**src/hdl/telnet_byte_parser_unit_assert.svh**
```systemverilog
// assertion helpers for the telnet byte parser
`ifndef TELNET_BYTE_PARSER_UNIT_ASSERT_SVH
`define TELNET_BYTE_PARSER_UNIT_ASSERT_SVH

// same-cycle implication, checked outside reset
`define TBP_ASSERT_IMPL(lbl, ante, cons) \
    lbl: assert property (@(posedge i_clk) disable iff (!i_rst_n) (ante) |-> (cons)) \
        else $error("telnet parser check failed");

// next-cycle implication, checked outside reset
`define TBP_ASSERT_NEXT(lbl, ante, cons) \
    lbl: assert property (@(posedge i_clk) disable iff (!i_rst_n) (ante) |=> (cons)) \
        else $error("telnet parser check failed");

`endif

```
**src/hdl/tbp_pkg.sv**
```systemverilog
`default_nettype none
package tbp_pkg;

    localparam int LINE_CAPACITY = 32;
    localparam int LEN_W = $clog2(LINE_CAPACITY + 1);
    localparam int IDX_W = (LINE_CAPACITY > 1) ? $clog2(LINE_CAPACITY) : 1;

    localparam int QUEUE_DEPTH = 4;
    localparam int QPTR_W = $clog2(QUEUE_DEPTH);
    localparam int QCNT_W = QPTR_W + 1;

    localparam logic [7:0] B_IAC  = 8'd255;
    localparam logic [7:0] B_DONT = 8'd254;
    localparam logic [7:0] B_DO   = 8'd253;
    localparam logic [7:0] B_WONT = 8'd252;
    localparam logic [7:0] B_WILL = 8'd251;
    localparam logic [7:0] B_SB   = 8'd250;
    localparam logic [7:0] B_SE   = 8'd240;
    localparam logic [7:0] B_DEL  = 8'd127;
    localparam logic [7:0] B_BS   = 8'd8;
    localparam logic [7:0] B_TAB  = 8'd9;
    localparam logic [7:0] B_LF   = 8'd10;
    localparam logic [7:0] B_CR   = 8'd13;
    localparam logic [7:0] B_SPACE = 8'd32;
    localparam logic [7:0] B_TILDE = 8'd126;

    // operations handed from the parser to the line engine
    localparam logic [1:0] OP_REPLY = 2'd0;
    localparam logic [1:0] OP_CHAR  = 2'd1;
    localparam logic [1:0] OP_ERASE = 2'd2;
    localparam logic [1:0] OP_EOL   = 2'd3;

    // result kinds
    localparam logic [1:0] KIND_REPLY = 2'd0;
    localparam logic [1:0] KIND_CHAR  = 2'd1;
    localparam logic [1:0] KIND_EOL   = 2'd2;

    typedef struct packed {
        logic [1:0] code;
        logic       wont;
        logic [7:0] data;
    } t_op;

    typedef struct packed {
        logic full;
        logic empty;
    } t_qstat;

    function automatic logic is_negotiation(input logic [7:0] b);
        return (b == B_DO) || (b == B_DONT) || (b == B_WILL) || (b == B_WONT);
    endfunction

endpackage
`default_nettype wire

```
**src/hdl/tbp_front.sv**
```systemverilog
`default_nettype none
module tbp_front (
    input  wire               i_clk,
    input  wire               i_rst_n,
    input  wire               i_valid,
    input  wire  [7:0]        i_rx_byte,
    input  tbp_pkg::t_qstat   i_qstat,
    output logic              o_stall,
    output logic              o_push,
    output tbp_pkg::t_op      o_op
);

    localparam logic [2:0] M_NORMAL  = 3'd0;
    localparam logic [2:0] M_IAC     = 3'd1;
    localparam logic [2:0] M_OPTION  = 3'd2;
    localparam logic [2:0] M_SUB     = 3'd3;
    localparam logic [2:0] M_SUB_IAC = 3'd4;

    logic [2:0] r_mode, n_mode;
    logic [7:0] r_pending, n_pending;
    logic       accept;

    assign o_stall = i_qstat.full;
    assign accept  = i_valid && !i_qstat.full;

    always_comb begin
        n_mode       = r_mode;
        n_pending    = r_pending;
        o_push       = 1'b0;
        o_op.code    = tbp_pkg::OP_CHAR;
        o_op.wont    = 1'b0;
        o_op.data    = i_rx_byte;
        if (accept) begin
            case (r_mode)
                M_SUB: begin
                    if (i_rx_byte == tbp_pkg::B_IAC) begin
                        n_mode = M_SUB_IAC;
                    end
                end
                M_SUB_IAC: begin
                    n_mode = (i_rx_byte == tbp_pkg::B_IAC) ? M_SUB : M_NORMAL;
                end
                M_OPTION: begin
                    o_push    = tbp_pkg::is_negotiation(r_pending);
                    o_op.code = tbp_pkg::OP_REPLY;
                    o_op.wont = (r_pending == tbp_pkg::B_DO) || (r_pending == tbp_pkg::B_DONT);
                    n_mode    = M_NORMAL;
                    n_pending = 8'd0;
                end
                M_IAC: begin
                    n_mode = M_NORMAL;
                    if (i_rx_byte == tbp_pkg::B_SB) begin
                        n_mode = M_SUB;
                    end else if (tbp_pkg::is_negotiation(i_rx_byte)) begin
                        n_pending = i_rx_byte;
                        n_mode    = M_OPTION;
                    end
                end
                default: begin
                    n_mode = M_NORMAL;
                    if (i_rx_byte == tbp_pkg::B_IAC) begin
                        n_mode = M_IAC;
                    end else if (i_rx_byte == tbp_pkg::B_LF) begin
                        o_push    = 1'b1;
                        o_op.code = tbp_pkg::OP_EOL;
                    end else if (i_rx_byte == tbp_pkg::B_BS || i_rx_byte == tbp_pkg::B_DEL) begin
                        o_push    = 1'b1;
                        o_op.code = tbp_pkg::OP_ERASE;
                    end else if (i_rx_byte == tbp_pkg::B_TAB ||
                                 (i_rx_byte >= tbp_pkg::B_SPACE &&
                                  i_rx_byte <= tbp_pkg::B_TILDE)) begin
                        o_push    = 1'b1;
                        o_op.code = tbp_pkg::OP_CHAR;
                    end
                    // carriage return and other bytes are dropped
                end
            endcase
        end
    end

    always_ff @(posedge i_clk) begin
        if (!i_rst_n) begin
            r_mode    <= M_NORMAL;
            r_pending <= 8'd0;
        end else begin
            r_mode    <= n_mode;
            r_pending <= n_pending;
        end
    end

endmodule
`default_nettype wire

```
**src/hdl/tbp_queue.sv**
```systemverilog
`default_nettype none
module tbp_queue (
    input  wire               i_clk,
    input  wire               i_rst_n,
    input  wire               i_push,
    input  tbp_pkg::t_op      i_op,
    input  wire               i_pop,
    output tbp_pkg::t_op      o_op,
    output tbp_pkg::t_qstat   o_qstat
);

    tbp_pkg::t_op                  r_slot [tbp_pkg::QUEUE_DEPTH];
    logic [tbp_pkg::QPTR_W-1:0]    r_wr, r_rd;
    logic [tbp_pkg::QCNT_W-1:0]    r_cnt;
    logic                          do_push, do_pop;

    assign o_qstat.full  = (r_cnt == tbp_pkg::QCNT_W'(tbp_pkg::QUEUE_DEPTH));
    assign o_qstat.empty = (r_cnt == '0);
    assign do_push = i_push && !o_qstat.full;
    assign do_pop  = i_pop && !o_qstat.empty;
    assign o_op    = r_slot[r_rd];

    always_ff @(posedge i_clk) begin
        if (do_push) begin
            r_slot[r_wr] <= i_op;
        end
    end

    always_ff @(posedge i_clk) begin
        if (!i_rst_n) begin
            r_wr  <= '0;
            r_rd  <= '0;
            r_cnt <= '0;
        end else begin
            if (do_push) begin
                r_wr <= r_wr + tbp_pkg::QPTR_W'(1);
            end
            if (do_pop) begin
                r_rd <= r_rd + tbp_pkg::QPTR_W'(1);
            end
            case ({do_push, do_pop})
                2'b10:   r_cnt <= r_cnt + tbp_pkg::QCNT_W'(1);
                2'b01:   r_cnt <= r_cnt - tbp_pkg::QCNT_W'(1);
                default: r_cnt <= r_cnt;
            endcase
        end
    end

endmodule
`default_nettype wire

```
**src/hdl/tbp_back.sv**
```systemverilog
`default_nettype none
module tbp_back (
    input  wire               i_clk,
    input  wire               i_rst_n,
    input  tbp_pkg::t_qstat   i_qstat,
    input  tbp_pkg::t_op      i_op,
    output logic              o_pop,
    input  wire               i_stall,
    output logic              o_valid,
    output logic [1:0]        o_item_kind,
    output logic [7:0]        o_item_byte,
    output logic              o_line_overflowed,
    output logic              o_last_of_run
);

    localparam logic [2:0] S_IDLE  = 3'd0;
    localparam logic [2:0] S_REPLY = 3'd1;
    localparam logic [2:0] S_READ  = 3'd2;
    localparam logic [2:0] S_CHAR  = 3'd3;
    localparam logic [2:0] S_EOL   = 3'd4;

    logic [2:0]                 r_state, n_state;
    logic [1:0]                 r_cnt, n_cnt;
    logic                       r_wont, n_wont;
    logic [7:0]                 r_opt, n_opt;
    logic [tbp_pkg::LEN_W-1:0]  r_len, n_len;
    logic [tbp_pkg::LEN_W-1:0]  r_idx, n_idx;
    logic                       r_ovf, n_ovf;

    logic [7:0]                 r_mem [tbp_pkg::LINE_CAPACITY];
    logic [7:0]                 r_rdata;
    logic                       mem_we, mem_re;

    logic                       r_out_valid;
    logic [1:0]                 r_kind;
    logic [7:0]                 r_byte;
    logic                       r_oovf, r_last;

    logic                       out_free, load;
    logic [1:0]                 ld_kind;
    logic [7:0]                 ld_byte;
    logic                       ld_ovf, ld_last;

    assign out_free = !r_out_valid || !i_stall;

    always_comb begin
        n_state = r_state;
        n_cnt   = r_cnt;
        n_wont  = r_wont;
        n_opt   = r_opt;
        n_len   = r_len;
        n_idx   = r_idx;
        n_ovf   = r_ovf;
        o_pop   = 1'b0;
        mem_we  = 1'b0;
        mem_re  = 1'b0;
        load    = 1'b0;
        ld_kind = tbp_pkg::KIND_REPLY;
        ld_byte = tbp_pkg::B_IAC;
        ld_ovf  = 1'b0;
        ld_last = 1'b0;
        case (r_state)
            S_IDLE: begin
                if (!i_qstat.empty) begin
                    o_pop = 1'b1;
                    case (i_op.code)
                        tbp_pkg::OP_REPLY: begin
                            n_wont  = i_op.wont;
                            n_opt   = i_op.data;
                            n_cnt   = 2'd0;
                            n_state = S_REPLY;
                        end
                        tbp_pkg::OP_CHAR: begin
                            if (r_len < tbp_pkg::LEN_W'(tbp_pkg::LINE_CAPACITY)) begin
                                mem_we = 1'b1;
                                n_len  = r_len + tbp_pkg::LEN_W'(1);
                            end else begin
                                n_ovf = 1'b1;
                            end
                        end
                        tbp_pkg::OP_ERASE: begin
                            if (r_len != '0) begin
                                n_len = r_len - tbp_pkg::LEN_W'(1);
                            end
                        end
                        default: begin
                            n_idx   = '0;
                            n_state = (r_len == '0) ? S_EOL : S_READ;
                        end
                    endcase
                end
            end
            S_REPLY: begin
                if (out_free) begin
                    load    = 1'b1;
                    ld_kind = tbp_pkg::KIND_REPLY;
                    case (r_cnt)
                        2'd0:    ld_byte = tbp_pkg::B_IAC;
                        2'd1:    ld_byte = r_wont ? tbp_pkg::B_WONT : tbp_pkg::B_DONT;
                        default: ld_byte = r_opt;
                    endcase
                    ld_last = (r_cnt == 2'd2);
                    n_cnt   = r_cnt + 2'd1;
                    if (r_cnt == 2'd2) begin
                        n_state = S_IDLE;
                    end
                end
            end
            S_READ: begin
                mem_re  = 1'b1;
                n_state = S_CHAR;
            end
            S_CHAR: begin
                if (out_free) begin
                    load    = 1'b1;
                    ld_kind = tbp_pkg::KIND_CHAR;
                    ld_byte = r_rdata;
                    n_idx   = r_idx + tbp_pkg::LEN_W'(1);
                    n_state = (n_idx == r_len) ? S_EOL : S_READ;
                end
            end
            S_EOL: begin
                if (out_free) begin
                    load    = 1'b1;
                    ld_kind = tbp_pkg::KIND_EOL;
                    ld_byte = 8'(r_len);
                    ld_ovf  = r_ovf;
                    ld_last = 1'b1;
                    n_len   = '0;
                    n_ovf   = 1'b0;
                    n_state = S_IDLE;
                end
            end
            default: begin
                n_state = S_IDLE;
            end
        endcase
    end

    // line store, one write or one registered read per cycle
    always_ff @(posedge i_clk) begin
        if (mem_we) begin
            r_mem[r_len[tbp_pkg::IDX_W-1:0]] <= i_op.data;
        end
        if (mem_re) begin
            r_rdata <= r_mem[r_idx[tbp_pkg::IDX_W-1:0]];
        end
    end

    always_ff @(posedge i_clk) begin
        if (!i_rst_n) begin
            r_state     <= S_IDLE;
            r_cnt       <= 2'd0;
            r_wont      <= 1'b0;
            r_len       <= '0;
            r_idx       <= '0;
            r_ovf       <= 1'b0;
            r_out_valid <= 1'b0;
        end else begin
            r_state <= n_state;
            r_cnt   <= n_cnt;
            r_wont  <= n_wont;
            r_len   <= n_len;
            r_idx   <= n_idx;
            r_ovf   <= n_ovf;
            if (load) begin
                r_out_valid <= 1'b1;
            end else if (!i_stall) begin
                r_out_valid <= 1'b0;
            end
        end
    end

    always_ff @(posedge i_clk) begin
        r_opt <= n_opt;
        if (load) begin
            r_kind <= ld_kind;
            r_byte <= ld_byte;
            r_oovf <= ld_ovf;
            r_last <= ld_last;
        end
    end

    assign o_valid           = r_out_valid;
    assign o_item_kind       = r_kind;
    assign o_item_byte       = r_byte;
    assign o_line_overflowed = r_oovf;
    assign o_last_of_run     = r_last;

endmodule
`default_nettype wire

```
**src/hdl/telnet_byte_parser_unit.sv**
```systemverilog
`default_nettype none
// Telnet receive parser: takes one byte per transaction, drops IAC command and
// subnegotiation sequences, answers DO/DONT with IAC WONT <opt> and WILL/WONT
// with IAC DONT <opt>, and collects tab and printable bytes into a line store of
// tbp_pkg::LINE_CAPACITY bytes. Newline emits the stored characters and then an
// end-of-line item with the length and overflow flag; last_of_run marks the final
// item of each reply or newline. A parser stage decodes bytes combinationally and
// pushes work into a 4-entry queue, so input is taken every cycle until the queue
// fills. Dropped bytes never reach the line engine. The line engine retires a
// character or erase from idle, a negotiation reply as 3 output items, and a
// newline as the stored characters, each costing one registered line store read
// plus one output load, then the end-of-line item. Output stalls hold the engine.
module telnet_byte_parser_unit (
    input  wire         i_clk,
    input  wire         i_rst_n,
    input  wire         i_valid,
    input  wire  [7:0]  i_rx_byte,
    output logic        o_stall,
    output logic        o_valid,
    input  wire         i_stall,
    output logic [1:0]  o_item_kind,
    output logic [7:0]  o_item_byte,
    output logic        o_line_overflowed,
    output logic        o_last_of_run
);

`include "telnet_byte_parser_unit_assert.svh"

    tbp_pkg::t_qstat q_stat;
    tbp_pkg::t_op    push_op, head_op;
    logic            push, pop;

    tbp_front u_front (
        .i_clk     (i_clk),
        .i_rst_n   (i_rst_n),
        .i_valid   (i_valid),
        .i_rx_byte (i_rx_byte),
        .i_qstat   (q_stat),
        .o_stall   (o_stall),
        .o_push    (push),
        .o_op      (push_op)
    );

    tbp_queue u_queue (
        .i_clk   (i_clk),
        .i_rst_n (i_rst_n),
        .i_push  (push),
        .i_op    (push_op),
        .i_pop   (pop),
        .o_op    (head_op),
        .o_qstat (q_stat)
    );

    tbp_back u_back (
        .i_clk             (i_clk),
        .i_rst_n           (i_rst_n),
        .i_qstat           (q_stat),
        .i_op              (head_op),
        .o_pop             (pop),
        .i_stall           (i_stall),
        .o_valid           (o_valid),
        .o_item_kind       (o_item_kind),
        .o_item_byte       (o_item_byte),
        .o_line_overflowed (o_line_overflowed),
        .o_last_of_run     (o_last_of_run)
    );

    `TBP_ASSERT_IMPL(a_queue_sane, q_stat.full, !q_stat.empty)
    `TBP_ASSERT_IMPL(a_eol_last, o_valid && o_item_kind == tbp_pkg::KIND_EOL, o_last_of_run)
    `TBP_ASSERT_IMPL(a_ovf_only_eol, o_valid && o_line_overflowed, o_item_kind == tbp_pkg::KIND_EOL)
    `TBP_ASSERT_NEXT(a_push_gated, push && q_stat.full, q_stat.full)

endmodule
`default_nettype wire
```
**config.mk**
```make
export PLATFORM = sky130hd
export DESIGN_NAME = telnet_byte_parser_unit
export DESIGN_NICKNAME = d
export VERILOG_FILES = /design/src/hdl/tbp_pkg.sv /design/src/hdl/tbp_front.sv /design/src/hdl/tbp_queue.sv /design/src/hdl/tbp_back.sv /design/src/hdl/telnet_byte_parser_unit.sv
export VERILOG_INCLUDE_DIRS = /design/src /design/src/hdl
export SDC_FILE = /design/constraint.sdc
export NUM_CORES = 1
export LEC_CHECK = 0
export ABC_AREA = 1
export BUFFER_PORTS_ARGS = -buffer_cell sky130_fd_sc_hd__buf_2
export CORE_ASPECT_RATIO = 1.4
export CORE_MARGIN = 2
export CORE_UTILIZATION = 50
export CTS_CLUSTER_DIAMETER = 150
export CTS_CLUSTER_SIZE = 10
export DETAILED_ROUTE_END_ITERATION = 10
export PLACE_DENSITY = 0.65
export SLEW_MARGIN = 25
export SYNTH_ARGS = -nofsm -noshare
export SYNTH_HDL_FRONTEND = slang
export SYNTH_SLANG_ARGS = --single-unit
export TNS_END_PERCENT = 50
```
**constraint.sdc**
```tcl
create_clock -name i_clk -period 3.1 [get_ports i_clk]
set_clock_uncertainty 0.05 [all_clocks]
set_input_delay 0.62 -clock i_clk [delete_from_list [all_inputs] [get_ports i_clk]]
set_output_delay 0.62 -clock i_clk [all_outputs]
set_load 0.03 [all_outputs]
```
After elaboration in Yosys (flattened, before gate mapping):

Memories as Yosys holds them, arrays and structs flattened. A register that Yosys moved wholly into a read port is not among the register bits.
Cells that the tools add are included.

* latch bits: 0
* output and inout port bits: 14
* memories kept: 2
* register bits after elaboration: 58
* input bits: 12
* memory bits (writable): 300
* ROM bits: 0

* add/sub/neg operators: 8
* shifts and indexed selects: 0
* magnitude comparators: 3
* div/mod/pow operators: 0
* multipliers: 0
* reduce and logical (&&, ||, !) cells: 41
* muxes and demuxes: 78
* equal/unequal tests: 47
* bitwise gates (word level): 1

Memory list
* u_back.r_mem: words 32, bits a word 8, rd ports 1, clocked after Yosys merged registers in 1, wr ports 1, RTL line tbp_back.sv:30 `logic [7:0] r_mem [tbp_pkg::LINE_CAPACITY];`
* u_queue.r_slot: words 4, bits a word 11, rd ports 1, clocked after Yosys merged registers in 1, wr ports 1, RTL line tbp_queue.sv:12 `tbp_pkg::t_op r_slot [tbp_pkg::QUEUE_DEPTH];`

Operators by type and width (number)
* $eq 8x8->1 const B: 10
* $mux 6: 7
* $mux 8: 5
* $pmux 6 s2: 3
* $pmux 8 s2: 2
* $mux 3: 10
* $mux 1: 28
* $eq 8x4->1 const B: 3
* $mux 2: 12
* $pmux 8 s3: 1
* $pmux 3 s5: 1
* $ne 2x1->1 const B: 7
* $ne 2x2->1 const B: 7
* $add 6x1->6 const B: 2
* $eq 3x2->1 const B: 4
* $pmux 2 s2: 3
* $pmux 3 s2: 2
* $pmux 3 s4: 1
* $reduce_and 4->1: 3
* $reduce_and 6->1: 2
* $reduce_bool 2->1: 5
* $eq 3x3->1 const B: 3
* $logic_or 1x1->1: 9
* $reduce_or 3->1: 3
* 26 further kinds: 45

Logic depth before layout (Yosys ltp):

* depth after elaboration: 12
* gate-level depth with buffers: 16
* gate-level depth less buffers: 16

Cells and area by module:

A second synthesis with hierarchy kept.

* cell total of the unflattened synthesis: 1368
* area, all modules: 15705.1 µm²

By module, submodules not included
* tbp_back: area each 12752.2 µm², times used 1, cells an instance 1055
* tbp_queue: area each 2139.6 µm², times used 1, cells an instance 177
* tbp_front: area each 813.3 µm², times used 1, cells an instance 136

Least setup slack after synthesis:

OpenSTA, ideal clock, no wires.

* kind: register to register
* start point: register with a tool-made name
* end point: register u_back.r_len[5] in the netlist's numbering
* setup slack: 0.533 ns
* library setup time: 0.132 ns
* cell stages (with the launch flop): 15
* path buffers: 2
* clock period less this slack: 2.567 ns
* required time: 2.918 ns
* arrival: 2.385 ns
* cell sequence: dfxtp_1 clkbuf_1 inv_1 clkbuf_1 a32oi_1 inv_1 ha_1 ha_1 nand2_1 nand2_1 nand2_1 nand3_1 or2_2 nand3_1 a21oi_1

RTL lines
* to (signal assigned): RTL line tbp_back.sv:163 `r_len <= n_len;`
* to (decl): RTL line tbp_back.sv:26 `logic [tbp_pkg::LEN_W-1:0] r_len, n_len;`

==> impl_metrics.tcl <==
set metrics [dict create \
    grt_max_degree 140 \
    layoutNonFillerInstCount 1799 \
    gr-usage-all-layers 0.228 \
    io_pins 26 \
    cts_num_sinks 368 \
    crit_required_ps 3230 \
    die_h_um 213 \
    rrSetupSlack_ps 310 \
    worst-path-max-fanout 18 \
    drcViolationCount 0 \
    ctsHtreeMaxLevel 2 \
    layout.cells.most_common_list "328 x sky130_fd_sc_hd__edfxtp_1, 240 x sky130_fd_sc_hd__nor2_1, 180 x sky130_fd_sc_hd__o21ai_0" \
    synth_area_per_cell_um2 11.6 \
    final_worst_hold_slack_ps 278 \
    worst_hold_path_type "in -> reg" \
    antenna_violating_nets_post_route 0 \
    chipWidth_um 153 \
    initialDrtViolationCount 766 \
    dp_slack_ps 136 \
    grt_ovf 0 \
    routed-via-count 10500 \
    io_buffers 25 \
    crit_buf_inv 2 \
    layout_commonest_cell "sky130_fd_sc_hd__edfxtp_1" \
    core_area_mm2 0.0307 \
    status "finished, final reports clean" \
    finalCriticalPeriod_ps 2790 \
    num-nets-final 1423 \
    tritoncts_clock_tree "yes" \
    mappedNetlistArea_mm2 0.0155 \
    cellLeakagePower_nw 6.06 \
    rsz_0062_raised_after_global_routing "false" \
    crit_family "simple AND/OR/NAND/NOR gates" \
    setup_violations 0 \
    post_dp_cell_area_mm2 0.0163 \
    drive_gt1_frac 0.122 \
    number_of_storage_elements_in_the_synthesis_netlist 368 \
    globalplace.congestion 0.888 \
    mappedNetlistNets 1371 \
    post-route-worst-setup-slack_ps 310 \
    timing.fmax_ghz 0.358 \
    timing.critical_path.slowest_stage_cell "sky130_fd_sc_hd__nor2_1" \
    gates_resized_cts_repair 0 \
    cp.arrival_ps 2920 \
    worstPathCellList "buf_4 -> a21oi_1 -> a32oi_1 -> inv_1 -> ha_1 -> nand2_1 -> nor2_2 -> nand3_1 -> nor2_1" \
    total_number_of_placement_rows 76 \
    endpoint_kind "flip-flop" \
    tns_ps 0 \
    yosysTopAreaCell "sky130_fd_sc_hd__edfxtp_1" \
    netlist.area_leader.share 0.634 \
    place.detailed.instances 1738 \
    insertedDiodeCount 0 \
    synth_warnings 0 \
    tightestPinTransition_ps 849 \
    maxSlewHeadroom 0.432 \
    netlist_top_cells_area "sky130_fd_sc_hd__edfxtp_1 63%, sky130_fd_sc_hd__nor2_1 5.8%, sky130_fd_sc_hd__o21ai_0 5.8%, sky130_fd_sc_hd__dfxtp_1 5.2%, sky130_fd_sc_hd__o221ai_1 2.9%" \
    max_cap_viol_count 0 \
    initial_core_util 0.506 \
    clk-insertion-delay-late_ps 550 \
    area.growth.synth_to_final_pct 12.6 \
    timing.final.crit_share 0.900 \
    avgRoutedWirePerCell_um 20.5 \
    cts-hold-fix-buffers 0 \
    max_clock_buf_depth 3 \
    delay_contributed_by_the_slowest_stage_of_the_critical_path_ps 610 \
    antenna_found_initial 0 \
    netlist-cell-type-count 46 \
    p_total_mw 14.1 \
    postLayoutCellArea_mm2 0.0175 \
    power.density_cell_area_mw_per_mm2 805 \
    ys_dominant_reg_cell "sky130_fd_sc_hd__edfxtp_1" \
    final_wirelength_um 36800 \
    maximum_resistive_drop_on_vdd_mv 0.553 \
    numCtsBuffers 42 \
    layout.core_utilization 0.570 \
    seq_area_frac_synth 0.686 \
    cts_root_buffer "sky130_fd_sc_hd__clkbuf_16" \
    final_max_slew_viol_count 0 \
    drt-vias-per-instance 5.84 \
    die_footprint_mm2 0.0325 \
    final_hold_viol_count 0 \
    instance_count_of_the_mapped_netlist 1340 \
    ys_async_sr_fraction 0 \
    dp_hpwl_um 23100 \
    grt_first_pass_wirelength_um 56900 \
    drt_pre_antenna_iters 5 \
    first_global_vias 10500 \
    synth_enable_flop_cells 328 \
    start_kind "flip-flop" \
    cts_setup_buffers 0 \
    clk_transition_reported_paths_ps 50 \
    path_class "reg -> reg" \
]
==> final cells by class <==
cell class / instances / area (um^2)
inverters: 84 / 318
flip-flops and latches: 368 / 10700
clock buffers: 59 / 1150
clock inverters: 2 / 32.5
fillers: 2520 / 13200
multi-input cells: 820 / 4300
well taps: 390 / 488
repair buffers: 76 / 558
==> where the power goes <==
part | total, mW | leakage (nW) | switching, mW | internal, mW
Sequential | 6.57 | 3.28 | 0.199 | 6.37
Combinational | 3.16 | 2.22 | 2.35 | 0.804
Clock | 4.36 | 0.569 | 1.82 | 2.54
==> synthesized netlist by cell type (2+ instances only) <==
cell type                   number
sky130_fd_sc_hd__buf_2          21
sky130_fd_sc_hd__a41oi_1         2
sky130_fd_sc_hd__o21ai_0       180
sky130_fd_sc_hd__o2111ai_1       4
sky130_fd_sc_hd__or2_2           3
sky130_fd_sc_hd__nor2_4          3
sky130_fd_sc_hd__clkbuf_2        4
sky130_fd_sc_hd__nor3_1          6
sky130_fd_sc_hd__xor2_1          3
sky130_fd_sc_hd__inv_2          11
sky130_fd_sc_hd__o21ai_1         7
sky130_fd_sc_hd__o22ai_1        19
sky130_fd_sc_hd__clkinv_1        2
sky130_fd_sc_hd__clkbuf_1       35
sky130_fd_sc_hd__ha_1           17
sky130_fd_sc_hd__nand2_2         5
sky130_fd_sc_hd__nor2_2          6
sky130_fd_sc_hd__edfxtp_1      328
sky130_fd_sc_hd__nor3_2          4
sky130_fd_sc_hd__dfxtp_1        40
sky130_fd_sc_hd__nand2_1       115
sky130_fd_sc_hd__fa_1            2
sky130_fd_sc_hd__a31oi_1         2
sky130_fd_sc_hd__nand4_1        13
sky130_fd_sc_hd__nand3_1        73
sky130_fd_sc_hd__o21ai_4         2
sky130_fd_sc_hd__inv_1          70
sky130_fd_sc_hd__buf_4           6
sky130_fd_sc_hd__o221ai_1       51
sky130_fd_sc_hd__a21oi_1        43
sky130_fd_sc_hd__a211oi_1        3
sky130_fd_sc_hd__nor2_1        240
sky130_fd_sc_hd__o21a_1          6
sky130_fd_sc_hd__a32oi_1         2
==> flip-flops by register name (all words and copies together) (netlist names), 3 cells and up, named ones only <==
name	cells
u_front.r_pending	8
u_back.r_state	3
u_back.r_mem	256
u_back.r_opt	8
u_front.r_mode	3
u_queue.r_cnt	3
u_back.r_rdata	8
u_back.r_len	6
u_back.r_idx	6
u_back.o_item_byte	8
u_queue.r_slot	44
==> routing by layer <==
| metal | vias up | GRT usage | share of wire |
|---|---|---|---|
| li1 | 4940 | - | - |
| met1 | 5090 | 0.249 | 0.37 |
| met2 | 359 | 0.436 | 0.54 |
| met3 | 112 | 0.0338 | 0.051 |
| met4 | 0 | 0.0987 | 0.043 |
| met5 | - | 0 | 0 |
==> cells by family after synthesis <==
group | after synthesis | synth area share
simple gates | 474 | 0.131
buf+inv | 152 | 0.0408
fa+ha+maj | 19 | 0.0163
xor+xnor | 3 | 0.00169
flops | 368 | 0.686
compound gates | 324 | 0.125
==> path summary, 6_finish.rpt <==
kind,from,endpoint,depth (start not counted)
min reg2reg,u_front.r_pending[6]$_SDFFE_PN0P_,u_front.r_pending[6]$_SDFFE_PN0P_,2
max reg2reg,flip-flop,u_back.r_mem[24][2]$_DFFE_PP_,9
min,i_rx_byte[6],u_queue.r_slot[3][6]$_DFFE_PP_,1
max,flip-flop,u_back.r_mem[24][2]$_DFFE_PP_,9
(Power assumes the default switching activity.)
